==> src/pdad_pkg.sv <==
`default_nettype none

package pdad_pkg;

    localparam int unsigned CFG_ADDR_W = 5;
    localparam int unsigned CFG_DATA_W = 32;
    localparam int unsigned NOW_W      = 32;
    localparam int unsigned HYST_W     = 8;
    localparam int unsigned MS_W       = 32;

    localparam logic [HYST_W-1:0] CNT_MAX = '1;

    // Register values after reset.
    localparam logic [HYST_W-1:0] RST_HYSTERESIS = 8'd3;
    localparam logic [MS_W-1:0]   RST_ASSERT_DLY = 32'd5000;
    localparam logic [MS_W-1:0]   RST_REARM_OFF  = 32'd30000;
    localparam logic [MS_W-1:0]   RST_HB_INTVL   = 32'd60000;
    localparam logic              RST_INIT_PRES  = 1'b0;

    typedef enum logic [2:0] {
        REG_HYSTERESIS = 3'd0,
        REG_ASSERT_DLY = 3'd1,
        REG_REARM_OFF  = 3'd2,
        REG_HB_INTVL   = 3'd3,
        REG_INIT_PRES  = 3'd4
    } t_reg_idx;

    typedef struct packed {
        logic             pin_presence;
        logic [NOW_W-1:0] now_ms;
    } t_in;

    typedef struct packed {
        logic changed;
        logic stable_presence;
        logic heartbeat_due;
    } t_out;

    typedef struct packed {
        logic [HYST_W-1:0] hyst_thresh;
        logic [MS_W-1:0]   assert_delay_ms;
        logic [MS_W-1:0]   rearm_off_ms;
        logic [MS_W-1:0]   beat_period_ms;
        logic              initial_presence;
    } t_cfg;

    // Pulse when initial_presence is written; the state is re-initialized.
    typedef struct packed {
        logic stb;
        logic presence;
    } t_init;

endpackage

`default_nettype wire

==> src/pdad_presence.sv <==
`default_nettype none

module pdad_presence #(
    parameter int unsigned TIME_WIDTH = 32
) (
    input  wire logic                  i_clk,
    input  wire logic                  i_rst_n,
    input  pdad_pkg::t_cfg             i_cfg,
    input  pdad_pkg::t_init            i_init,
    input  wire logic                  i_adv,
    input  wire logic                  i_pin,
    input  wire logic [TIME_WIDTH-1:0] i_now,
    output logic                       o_changed,
    output logic                       o_stable
);
    import pdad_pkg::*;

    localparam int unsigned CW = (TIME_WIDTH > MS_W) ? TIME_WIDTH : MS_W;

    logic                  r_deb, n_deb;
    logic                  r_stable, n_stable;
    logic                  r_req, n_req;
    logic                  r_armed, n_armed;
    logic [HYST_W-1:0]     r_cnt, n_cnt;
    logic [TIME_WIDTH-1:0] r_dly_start, n_dly_start;
    logic [TIME_WIDTH-1:0] r_off_start, n_off_start;

    logic [HYST_W-1:0]     cnt_inc;
    logic [TIME_WIDTH-1:0] off_el;
    logic [TIME_WIDTH-1:0] dly_el;
    logic                  dly_nz;
    logic                  rearm_hit;
    logic                  dly_hit;
    logic                  changed;

    assign dly_nz    = (i_cfg.assert_delay_ms != '0);
    assign off_el    = i_now - r_off_start;
    assign dly_el    = i_now - r_dly_start;
    assign rearm_hit = CW'(off_el) >= CW'(i_cfg.rearm_off_ms);
    assign dly_hit   = CW'(dly_el) >= CW'(i_cfg.assert_delay_ms);
    assign cnt_inc   = (r_cnt != CNT_MAX) ? r_cnt + HYST_W'(1) : r_cnt;

    always_comb begin
        n_deb       = r_deb;
        n_stable    = r_stable;
        n_req       = r_req;
        n_armed     = r_armed;
        n_cnt       = r_cnt;
        n_dly_start = r_dly_start;
        n_off_start = r_off_start;
        changed     = 1'b0;

        if (i_pin == r_deb) begin
            n_cnt = '0;
        end else if (cnt_inc >= i_cfg.hyst_thresh) begin
            n_deb = i_pin;
            n_cnt = '0;
        end else begin
            n_cnt = cnt_inc;
        end

        if (r_stable) begin
            // Losing presence drops the stable level at once.
            if (!n_deb) begin
                n_stable    = 1'b0;
                n_armed     = 1'b0;
                n_off_start = i_now;
                changed     = 1'b1;
            end
        end else if (!n_deb) begin
            n_armed = 1'b0;
            if (!r_req && dly_nz && rearm_hit) begin
                n_req = 1'b1;
            end
        end else if (!r_req || !dly_nz) begin
            n_stable    = 1'b1;
            n_off_start = '0;
            n_armed     = 1'b0;
            n_req       = 1'b0;
            changed     = 1'b1;
        end else if (!r_armed) begin
            n_armed     = 1'b1;
            n_dly_start = i_now;
        end else if (dly_hit) begin
            n_stable    = 1'b1;
            n_off_start = '0;
            n_armed     = 1'b0;
            n_req       = 1'b0;
            changed     = 1'b1;
        end
    end

    always_ff @(posedge i_clk) begin
        if (!i_rst_n) begin
            r_deb       <= RST_INIT_PRES;
            r_req       <= (RST_ASSERT_DLY != '0);
            r_armed     <= RST_INIT_PRES & (RST_ASSERT_DLY != '0);
            r_stable    <= RST_INIT_PRES & (RST_ASSERT_DLY == '0);
            r_cnt       <= '0;
            r_dly_start <= '0;
            r_off_start <= '0;
        end else if (i_init.stb) begin
            r_deb       <= i_init.presence;
            r_req       <= dly_nz;
            r_armed     <= i_init.presence & dly_nz;
            r_stable    <= i_init.presence & !dly_nz;
            r_cnt       <= '0;
            r_dly_start <= '0;
            r_off_start <= '0;
        end else if (i_adv) begin
            r_deb       <= n_deb;
            r_stable    <= n_stable;
            r_req       <= n_req;
            r_armed     <= n_armed;
            r_cnt       <= n_cnt;
            r_dly_start <= n_dly_start;
            r_off_start <= n_off_start;
        end
    end

    assign o_changed = changed;
    assign o_stable  = n_stable;

endmodule

`default_nettype wire

==> config.mk <==
export PLATFORM = sky130hd
export DESIGN_NAME = pdad_presence
export DESIGN_NICKNAME = d
export VERILOG_FILES = /design/src/pdad_pkg.sv /design/src/pdad_presence.sv
export SDC_FILE = /design/constraint.sdc
export NUM_CORES = 1
export LEC_CHECK = 0
export BUFFER_PORTS_ARGS = -buffer_cell sky130_fd_sc_hd__buf_2
export CAP_MARGIN = 15
export CORE_MARGIN = 2
export CORE_UTILIZATION = 38
export CTS_CLUSTER_DIAMETER = 120
export CTS_CLUSTER_SIZE = 28
export DETAILED_ROUTE_END_ITERATION = 7
export HOLD_SLACK_MARGIN = 0.02
export PLACE_DENSITY = 0.6
export SLEW_MARGIN = 25
export SYNTH_ARGS = -nofsm -noshare
export SYNTH_HDL_FRONTEND = slang
export SYNTH_SLANG_ARGS = --single-unit
export TNS_END_PERCENT = 100
==> constraint.sdc <==
create_clock -name i_clk -period 6.1 [get_ports i_clk]
set_input_delay 0.305 -clock i_clk [delete_from_list [all_inputs] [get_ports i_clk]]
set_output_delay 0.305 -clock i_clk [all_outputs]
set_load 0.02 [all_outputs]
---- Word-level counts from Yosys, hierarchy flattened ----
Cells that the tools add are included.
storage, ports and cells
  flip-flop bits (word level) ............. 76
  bits of input ports ..................... 143
  output and inout port bits .............. 2
  word-level logic and storage cells ...... 81
cells by class
  $add $sub $neg .......................... 3
  $lt $le $gt $ge ......................... 3
  equality and inequality tests ........... 7
  muxes and demuxes ....................... 39
  bitwise gates (word level) .............. 6
  reduce and logical (&&, ||, !) cells .... 16
operators by type and width
  cell                   count
  $mux W32               6
  $ge A32 B32 Y1         2
  $sub A32 B32 Y32       2
  $reduce_bool A32 Y1    1
  $mux W1                30
  $mux W8                3
  $reduce_and A5 Y1      3
  $reduce_bool A3 Y1     3
  $add A8 B1 Y8 const B  1
  $ge A8 B8 Y1           1
  $ne A4 B2 Y1 const B   2
  $ne A8 B8 Y1 const B   1
  $ne A2 B2 Y1 const B   2
  $not A1 Y1             4
  $reduce_bool A2 Y1     2
  $ne A3 B3 Y1 const B   1
  $and A1 B1 Y1          2
  $logic_and A1 B1 Y1    2
  $logic_not A1 Y1       2
  $reduce_and A2 Y1      1
  $reduce_or A2 Y1       1
  $eq A1 B1 Y1           1
  $logic_or A1 B1 Y1     1

---- Depth between registers and ports, before layout ----
Gate-level depths: netlist of run 1.
  word-level depth ........................ 9
  depth in mapped cells ................... 24
  depth with buffers taken out ............ 23

---- Least setup slack after synthesis of run 1 ----
No wires, ideal clock.
  kind .................................... in2reg
  start point ............................. in i_now[0]
  end point ............................... reg r_off_start[0]
  setup time .............................. 0.059 ns
  arrival ................................. 4.642 ns
  required time ........................... 6.041 ns
  setup slack ............................. 1.400 ns
  cell stages on the path ................. 23
  path buffers ............................ 1
  path through ............................ inv_1 > ha_1 > inv_1 > fa_1 > a21oi_1 > o22ai_1 > a41oi_2 > o41ai_1 > a221o_1 > a21o_1 > a311o_1 > a21oi_2 > xnor2_1 > ha_1 > a21o_1 > a21oi_1 > nor2b_1 > a2111oi_2 > a21oi_1 > mux2_2 > a21oi_2 > buf_4 > a22o_1
between the ends
  cells in the longest elaborated chain, start to end .. 4
  elaborated cells between the ends (all ways) .. 6
  classes of those cells .................. add/sub: 1; order compare: 1; mux: 2; reduce/logical: 2
RTL lines
  element                              line                  text
  start, declared                      pdad_presence.sv:12   input wire logic [TIME_WIDTH-1:0] i_now,
  $sub A32 B32 Y32                     pdad_presence.sv:38   assign dly_el = i_now - r_dly_start;
  $ge A32 B32 Y1                       pdad_presence.sv:40   assign dly_hit = CW'(dly_el) >= CW'(i_cfg.assert_delay_ms);
  $reduce_bool A3 Y1 (no source line)  -
  $reduce_and A5 Y1 (no source line)   -
  end signal, assigned                 pdad_presence.sv:117  r_off_start <= n_off_start;
  end, declared                        pdad_presence.sv:26   logic [TIME_WIDTH-1:0] r_off_start, n_off_start;
Parallel ways exist; a longest one is shown, timed or not. The select of a mux whose other input is x is not followed.
A chain may end at the register's enable or synchronous reset.

---- Final worst setup path of run 1 ----
  start point ............................. reg r_dly_start[0]
  end point ............................... out o_changed
between the ends
  cells in the longest elaborated chain, start to end .. 7
RTL lines
  element                 line                  text
  start, declared         pdad_presence.sv:25   logic [TIME_WIDTH-1:0] r_dly_start, n_dly_start;
  start signal, assigned  pdad_presence.sv:116  r_dly_start <= n_dly_start;
  $sub A32 B32 Y32        pdad_presence.sv:38
  $ge A32 B32 Y1          pdad_presence.sv:40
  $mux W1                 pdad_presence.sv:84   end else if (dly_hit) begin
  $mux W1                 pdad_presence.sv:81   end else if (!r_armed) begin
  $mux W1                 pdad_presence.sv:75   end else if (!r_req || !dly_nz) begin
  $mux W1                 pdad_presence.sv:70   end else if (!n_deb) begin
  $mux W1                 pdad_presence.sv:62   if (r_stable) begin
  end, declared           pdad_presence.sv:13   output logic o_changed,
No other way between the ends.

==> results of run 1 <==
## metal layers
metal / global-route usage / wire length (µm) / vias to the layer above / part of all wire
met5: 0 / 24 / - / 0.0013
met4: 0.04567 / 352 / 4 / 0.019
met3: 0.03416 / 797 / 22 / 0.042
met2: 0.2897 / 8610 / 108 / 0.46
met1: 0.2307 / 9056 / 3276 / 0.48
li1: - / - / 3794 / -
## synthesized netlist by cell type, types with 10 or more instances
library cell | n | area share
a21o_1 | 42 | 0.040
a21oi_1 | 110 | 0.071
a22o_1 | 32 | 0.036
clkbuf_1 | 10 | 0.0048
dfxtp_1 | 76 | 0.19
ha_1 | 135 | 0.22
inv_1 | 149 | 0.072
nand2_1 | 104 | 0.050
nand2b_1 | 13 | 0.010
nand3_1 | 20 | 0.013
nand4_1 | 21 | 0.017
nor2_1 | 45 | 0.022
nor2b_1 | 14 | 0.011
nor4_1 | 10 | 0.0080
o21ai_0 | 41 | 0.026
xnor2_1 | 47 | 0.053
xor2_1 | 15 | 0.017
## sequential cells by signal, summed over array words and instances (netlist names)
name / count
r_dly_start: 32
r_off_start: 32
r_cnt: 8
r_armed: 1
r_deb: 1
r_req: 1
r_stable: 1
## cell usage in the layout (no fill, tap or decap), drive strengths merged, types with 5 or more instances in the layout
cell	count
buf	116
nor2	45
nand4	21
a21o	42
o21ai	44
clkbuf	10
nor3	9
xnor2	47
or2	6
o21a	7
a21oi	113
nand2	104
inv	151
xor2	15
nand3	20
o21bai	7
nor2b	14
nand2b	13
and3	5
dfxtp	76
a22oi	9
ha	135
a211oi	9
a22o	32
nor4	11
## power by group
part	internal (mW)	switching (mW)
clock network	0.362	0.224
registers	0.501	0.00326
logic	0.209	0.258
## stage by stage
step,power [mW],area (µm²)
after global placement,0.9782,8617
final,1.558,8942
after global routing,1.663,8940
after detailed placement,0.9824,8617
after CTS,1.575,8940
after floorplan,0.8491,7802
## logic make-up after synthesis
kind of cell,after synthesis,share of synthesized area
flip-flops,76,0.1950
AO/OA/AOI/OAI,307,0.2609
buffers and inverters,173,0.08820
adder cells (fa/ha/maj),137,0.2216
multiplexers,5,0.007536
AND/OR/NAND/NOR,259,0.1572
XOR/XNOR,62,0.06960
## area by class of cell
| class | count | area (µm²) | share of cell area |
|---|---|---|---|
| Multi-Input combinational cell | 770 | 5602 | 0.6264 |
| Tap cell | 270 | 337.8 | 0.03778 |
| Clock inverter | 6 | 93.84 | 0.01049 |
| Inverter | 150 | 563.0 | 0.06296 |
| Clock buffer | 10 | 229.0 | 0.02561 |
| Sequential cell | 76 | 1521 | 0.1701 |
| Antenna cell | 1 | 2.502 | 0.0002798 |
| Timing Repair Buffer | 116 | 593.1 | 0.06632 |
## worst max-delay path: stages (launching register included)
cell	delay, ns
dfxtp_1	0.33
ha_1	0.17
inv_1	0.06
fa_1	0.39
a21oi_1	0.19
o22ai_1	0.17
a41oi_2	0.33
o41ai_1	0.17
a221o_1	0.38
a21o_1	0.19
a311o_1	0.37
a21oi_2	0.15
xnor2_1	0.13
ha_1	0.26
a21o_1	0.16
a21oi_1	0.14
nor2b_1	0.07
a2111oi_2	0.43
a21oi_1	0.12
mux2_2	0.29
buf_2	0.17
## how the worst max path moves through the flow
| stage | endpoint | slack, ns | depth (start not counted) |
|---|---|---|---|
| floorplan | r_off_start[0]$_SDFFE_PP0P_ | 1.40 | 23 |
| global placement | r_off_start[30]$_SDFFE_PP0P_ | 0.76 | 24 |
| detailed placement | r_off_start[29]$_SDFFE_PP0P_ | 0.74 | 24 |
| CTS | o_changed | 0.80 | 20 |
| global route | o_stable | 0.44 | 21 |
| finish | o_changed | 0.80 | 20 |
==> reports/metrics.csv, run 1 <==
stage,metric,value,unit
run_status,outcome,"complete, no violations",
grt,overflow,0,
placement,place_inst,1382,
critical_path,arrival,5.00,ns
job,maxCapViolCount,0,
critical_path,rr_endpoint,r_off_start[5]$_SDFFE_PP0P_,
sta,finalCritPeriodShare,0.8691,
critical_path,rr_startpoint,r_dly_start[0]$_SDFFE_PP0P_,
clock_tree,clock_latency,0.34,ns
critical_path,critPathKind,reg -> out,
detailed_routing,drt-total-wl,18.84,mm
floorplanning,die_area,21690,µm²
detailed_routing,viasPerCell,5.149,
power_and_ir_drop,cellPowerDensity,174.2,nW/µm²
detailed_routing,vias,7204,
clock_tree,cts_resized,0,
clock_tree,postCtsHoldBufs,0,
sta,hold_viol_final,0,
power_and_ir_drop,ir_drop,0.0001732,V
critical_path,r2r_setup_slack,0.86,ns
sta,fin_skew,0.006640,ns
placement,preCtsSetupSlack,0.7391,ns
layout,final_util,0.4434,
sta,slew_headroom,0.4541,
floorplanning,start_util,0.3868,
logic_synthesis,ys_warn_count,0,
critical_path,ff2ff_path_depth,22,
grt,grt_first_pass_wirelength,31.17,mm
critical_path,worst_ep_required_time,5.79,ns
clock_tree,cts_tree,yes,
sta,finalSetupViolations,0,
sta,slew_violations,0,
critical_path,critPathCaptureType,primary output,
sta,fin_tns_setup,0,ns
logic_synthesis,synth_edf_count,0,
logic_synthesis,netlist_instances,1019,
logic_synthesis,yosysSeqAreaShare,0.1950,
logic_synthesis,synth.distinct_cells,65,
sta,worst_slew_pin_slew,0.8114,ns
floorplanning,core,20170,µm²
grt,groute.usage.overall,0.1739,
power_and_ir_drop,p_leak,3.982,nW
worst_hold_path,hold_class,in -> reg,
floorplanning,fp-row-count,52,
detailed_routing,route.detailed.drc,0,
layout,drive_above_1_share,0.1339,
clock_tree,htree_levels,3,
detailed_routing,wl_per_cell,13.47,µm
clock_tree,postCtsSetupBuffers,0,
detailed_routing,detail-route-antenna-nets,0,
layout,instances_no_fill,1399,
worst_hold_path,min-delay-start,i_rst_n,
clock_tree,clkSinkCount,76,
logic_synthesis,synthArstFlopShare,0,
logic_synthesis,syn_nets,1299,
worst_hold_path,hold_depth,2,
critical_path,crit_start,r_dly_start[0]$_SDFFE_PP0P_,
detailed_routing,first_pass_iters,4,
sta,fin_hold_ws,0.2121,ns
floorplanning,io-pin-count,145,
clock_tree,path_clk_slew,0.06,ns
clock_tree,clk_path_buf_depth,2,
detailed_routing,dr.first_iter.drc_count,343,
grt,grt_pass1_vias,6653,
grt,grt_max_degree,42,
logic_synthesis,synthFlopType,dfxtp_1,
critical_path,crit_path_start_kind,register,
sta,fin_ws,0.7987,ns
logic_synthesis,ys_seq_elements,76,
placement,gp_congestion,0.8194,
clock_tree,root_buffer,clkbuf_16,
sta,rsz0062_at_grt,no,
floorplanning,die-height,147.3,µm
grt,antenna_found_initial,3,
clock_tree,numCtsBuffers,9,
logic_synthesis,syn-mean-instance-area,7.657,µm²
logic_synthesis,syn_area,7802,µm²
layout,area_delta_synth_final,14.61,%
sta,fin_crit,5.301,ns
critical_path,cp_max_fo,4,
sta,fmax,188.6,MHz
layout,fill_cells,2082,
placement,portBuffers,111,
floorplanning,dieWidth,147.3,µm
worst_hold_path,min_to,r_req$_SDFFE_PN1P_,
layout,final_net_count,1403,
placement,hpwl,15.54,mm
Power figures use the tool's default switching activity.
==> inputs of run 2 (changes only) <==
- ABC_AREA: unset -> 1
- SLEW_MARGIN: 25 -> 20
==> run 2 against run 1 <==
Clock-buffer cell count is the same. Utilization shrank 0.22 points. Total power grew 3.1%. Clock power shrank 8.2%. Worst hold slack gained 0.019 ns. Die area grew 9.5%. Largest cell class unchanged. Largest power group is now combinational cells.
==> reports/metrics.csv, run 2 <==
stage,metric,value,unit
run_status,outcome,"complete, no violations",
clock_tree,cts_resized,0,
floorplanning,io-pin-count,145,
power_and_ir_drop,cellPowerDensity,165.8,nW/µm²
job,maxCapViolCount,0,
logic_synthesis,ys_warn_count,0,
logic_synthesis,yosysSeqAreaShare,0.1776,
layout,area_delta_synth_final,13.05,%
logic_synthesis,netlist_instances,1335,
layout,instances_no_fill,1722,
grt,grt_max_degree,50,
placement,gp_congestion,0.8909,
floorplanning,core,21960,µm²
sta,slew_violations,0,
logic_synthesis,syn_nets,1615,
logic_synthesis,synth_edf_count,0,
placement,preCtsSetupSlack,1.831,ns
grt,use_met1,0.2801,
floorplanning,start_util,0.3902,
logic_synthesis,syn_area,8568,µm²
detailed_routing,detail-route-antenna-nets,0,
logic_synthesis,synth_top_cells_by_area,"ha_1 20%, dfxtp_1 18%, nand2_1 12%",
critical_path,cp_max_fo,4,
critical_path,cp_slowest_cell,ha_1,
layout,final_common_cell,nand2_1,
grt,grt_use_met2,0.3064,
sta,slew_headroom,0.3140,
logic_synthesis,yosysMostFrequentCell,nand2_1,
power_and_ir_drop,ir_drop,0.0001211,V
clock_tree,clkSinkCount,76,
clock_tree,numCtsBuffers,9,
clock_tree,cts_tree,yes,
grt,grtUsageMet3,0.01747,
placement,place_inst,1704,
clock_tree,postCtsSetupBuffers,0,
clock_tree,clock_latency,0.34,ns
floorplanning,die-height,154.2,µm
layout,reg_top3,"r_dly_start (32), r_off_start (32), r_cnt (8)",
logic_synthesis,synthFlopType,dfxtp_1,
grt,top_usage_layer,met2,
floorplanning,die_area,23770,µm²
floorplanning,dieWidth,154.2,µm
power_and_ir_drop,p_leak,4.855,nW
sta,fin_tns_setup,0,ns
critical_path,critPathCaptureType,primary output,
clock_tree,root_buffer,clkbuf_16,
sta,rsz0062_at_grt,no,
logic_synthesis,synth_top_area_share,0.1971,
grt,grt_first_pass_wirelength,38.16,mm
grt,groute.usage.overall,0.1944,
critical_path,crit_chain,inv_1 > ha_1 > nand2_1 > o211ai_1 > nand3_1 > nand2_1 > a21oi_1 > o21ai_1 > nand2_1 > nand3_1 > nand2_1 > ha_1 > a21oi_1 > o21ai_0 > nand2_1 > nand2_1 > a21oi_1 > nand3_1 > o21ai_0 > a21oi_1 > buf_2,
critical_path,worst_ep_required_time,5.79,ns
grt,overflow,0,
critical_path,cp_common_cell,nand2_1,
clock_tree,postCtsHoldBufs,0,
sta,fin_skew,0.008611,ns
critical_path,critPathKind,reg -> out,
logic_synthesis,ys_seq_elements,76,
worst_hold_path,hold_class,in -> reg,
detailed_routing,vias,8573,
layout,final_cell_mix,"269 x nand2_1, 235 x inv_1, 161 x a21oi_1",
logic_synthesis,syn-mean-instance-area,6.418,µm²
logic_synthesis,yosysTopAreaCell,ha_1,
sta,worst_slew_pin_slew,1.023,ns
sta,fin_ws,1.719,ns
clock_tree,clk_path_buf_depth,2,
sta,finalCritPeriodShare,0.7182,
sta,hold_viol_final,0,
logic_synthesis,synthArstFlopShare,0,
detailed_routing,drt-total-wl,22.79,mm
layout,drive_above_1_share,0.1021,
detailed_routing,wl_per_cell,13.23,µm
floorplanning,fp-row-count,54,
placement,hpwl,18.91,mm
sta,fmax,228.3,MHz
sta,finalSetupViolations,0,
detailed_routing,first_pass_iters,5,
critical_path,arrival,4.08,ns
critical_path,crit_path_start_kind,register,
sta,fin_crit,4.381,ns
clock_tree,htree_levels,3,
grt,grt_pass1_vias,8139,
detailed_routing,dr.first_iter.drc_count,360,
detailed_routing,viasPerCell,4.979,
clock_tree,path_clk_slew,0.06,ns
placement,portBuffers,111,
logic_synthesis,ys_top_cells_by_count,"269 x nand2_1, 235 x inv_1, 161 x a21oi_1, 135 x ha_1, 114 x nor2_1",
grt,antenna_found_initial,2,
logic_synthesis,synth.distinct_cells,44,
critical_path,cp_slowest_stage_delay,0.36,ns
layout,final_net_count,1715,
detailed_routing,route.detailed.drc,0,
-- run 2: worst paths after layout --
kind	from	end	slack [ns]	cells past startpoint
setup / recovery	r_dly_start[4]$_SDFFE_PP0P_	o_stable	1.72	21
hold reg to reg	r_dly_start[17]$_SDFFE_PP0P_	r_dly_start[17]$_SDFFE_PP0P_	0.46	2
hold / removal	i_rst_n	r_stable$_SDFFE_PN0P_	0.23	3
setup reg to reg	r_dly_start[4]$_SDFFE_PP0P_	r_off_start[16]$_SDFFE_PP0P_	1.97	23
-- run 2: logic make-up (layout without fill, tap and decap cells) --
group,count (synthesis),count (layout),synth area share
buf+inv,263,368,0.1187
fa+ha+maj,137,137,0.2018
compound gates,306,306,0.1961
other cells,0,2,0
simple gates,489,489,0.2401
flops,76,76,0.1776
xor+xnor,63,63,0.06440
mux,1,1,0.001314
-- run 2: power by group --
group | total (mW) | internal, mW | switching [mW]
logic | 0.559 | 0.218 | 0.341
clock network | 0.539 | 0.327 | 0.212
registers | 0.507 | 0.504 | 0.00346
total | 1.61 | 1.05 | 0.557
-- run 2: per-stage QoR --
step	hold WS [ns]	total power [mW]	cell area, µm²	utilization
after CTS	0.2183	1.621	9682	0.4409
after global routing	0.2575	1.727	9687	0.4411
final	0.2311	1.606	9687	0.4411
after floorplan	0.4331	0.9182	8568	-
after detailed placement	0.4502	1.077	9379	0.4271
after global placement	0.4423	1.068	9379	0.4271
-- run 2: final cells by class --
| class | count | area, µm² |
|---|---|---|
| diodes | 2 | 5.005 |
| clock buffers | 10 | 239.0 |
| clock inverters | 6 | 63.81 |
| fillers | 2339 | 12270 |
| inverters | 237 | 889.6 |
| multi-input cells | 996 | 6032 |
| flip-flops and latches | 76 | 1521 |
| well taps | 280 | 350.3 |
| repair buffers | 115 | 585.6 |
-- run 2: per-layer routing --
metal	share of wire	vias up
met2	0.42	198
met1	0.52	3743
met3	0.036	30
li1	-	4602
met5	0	-
met4	0.020	0
-- run 2: critical path, delay by kind of cell (launching register included) --
| kind | cells | cell delay [ns] |
|---|---|---|
| AOI/OAI and AO/OA | 8 | 1.67 |
| buffers and inverters | 2 | 0.26 |
| adders and majority gates | 2 | 0.65 |
| DFF | 1 | 0.31 |
| and+or+nand+nor | 9 | 0.84 |
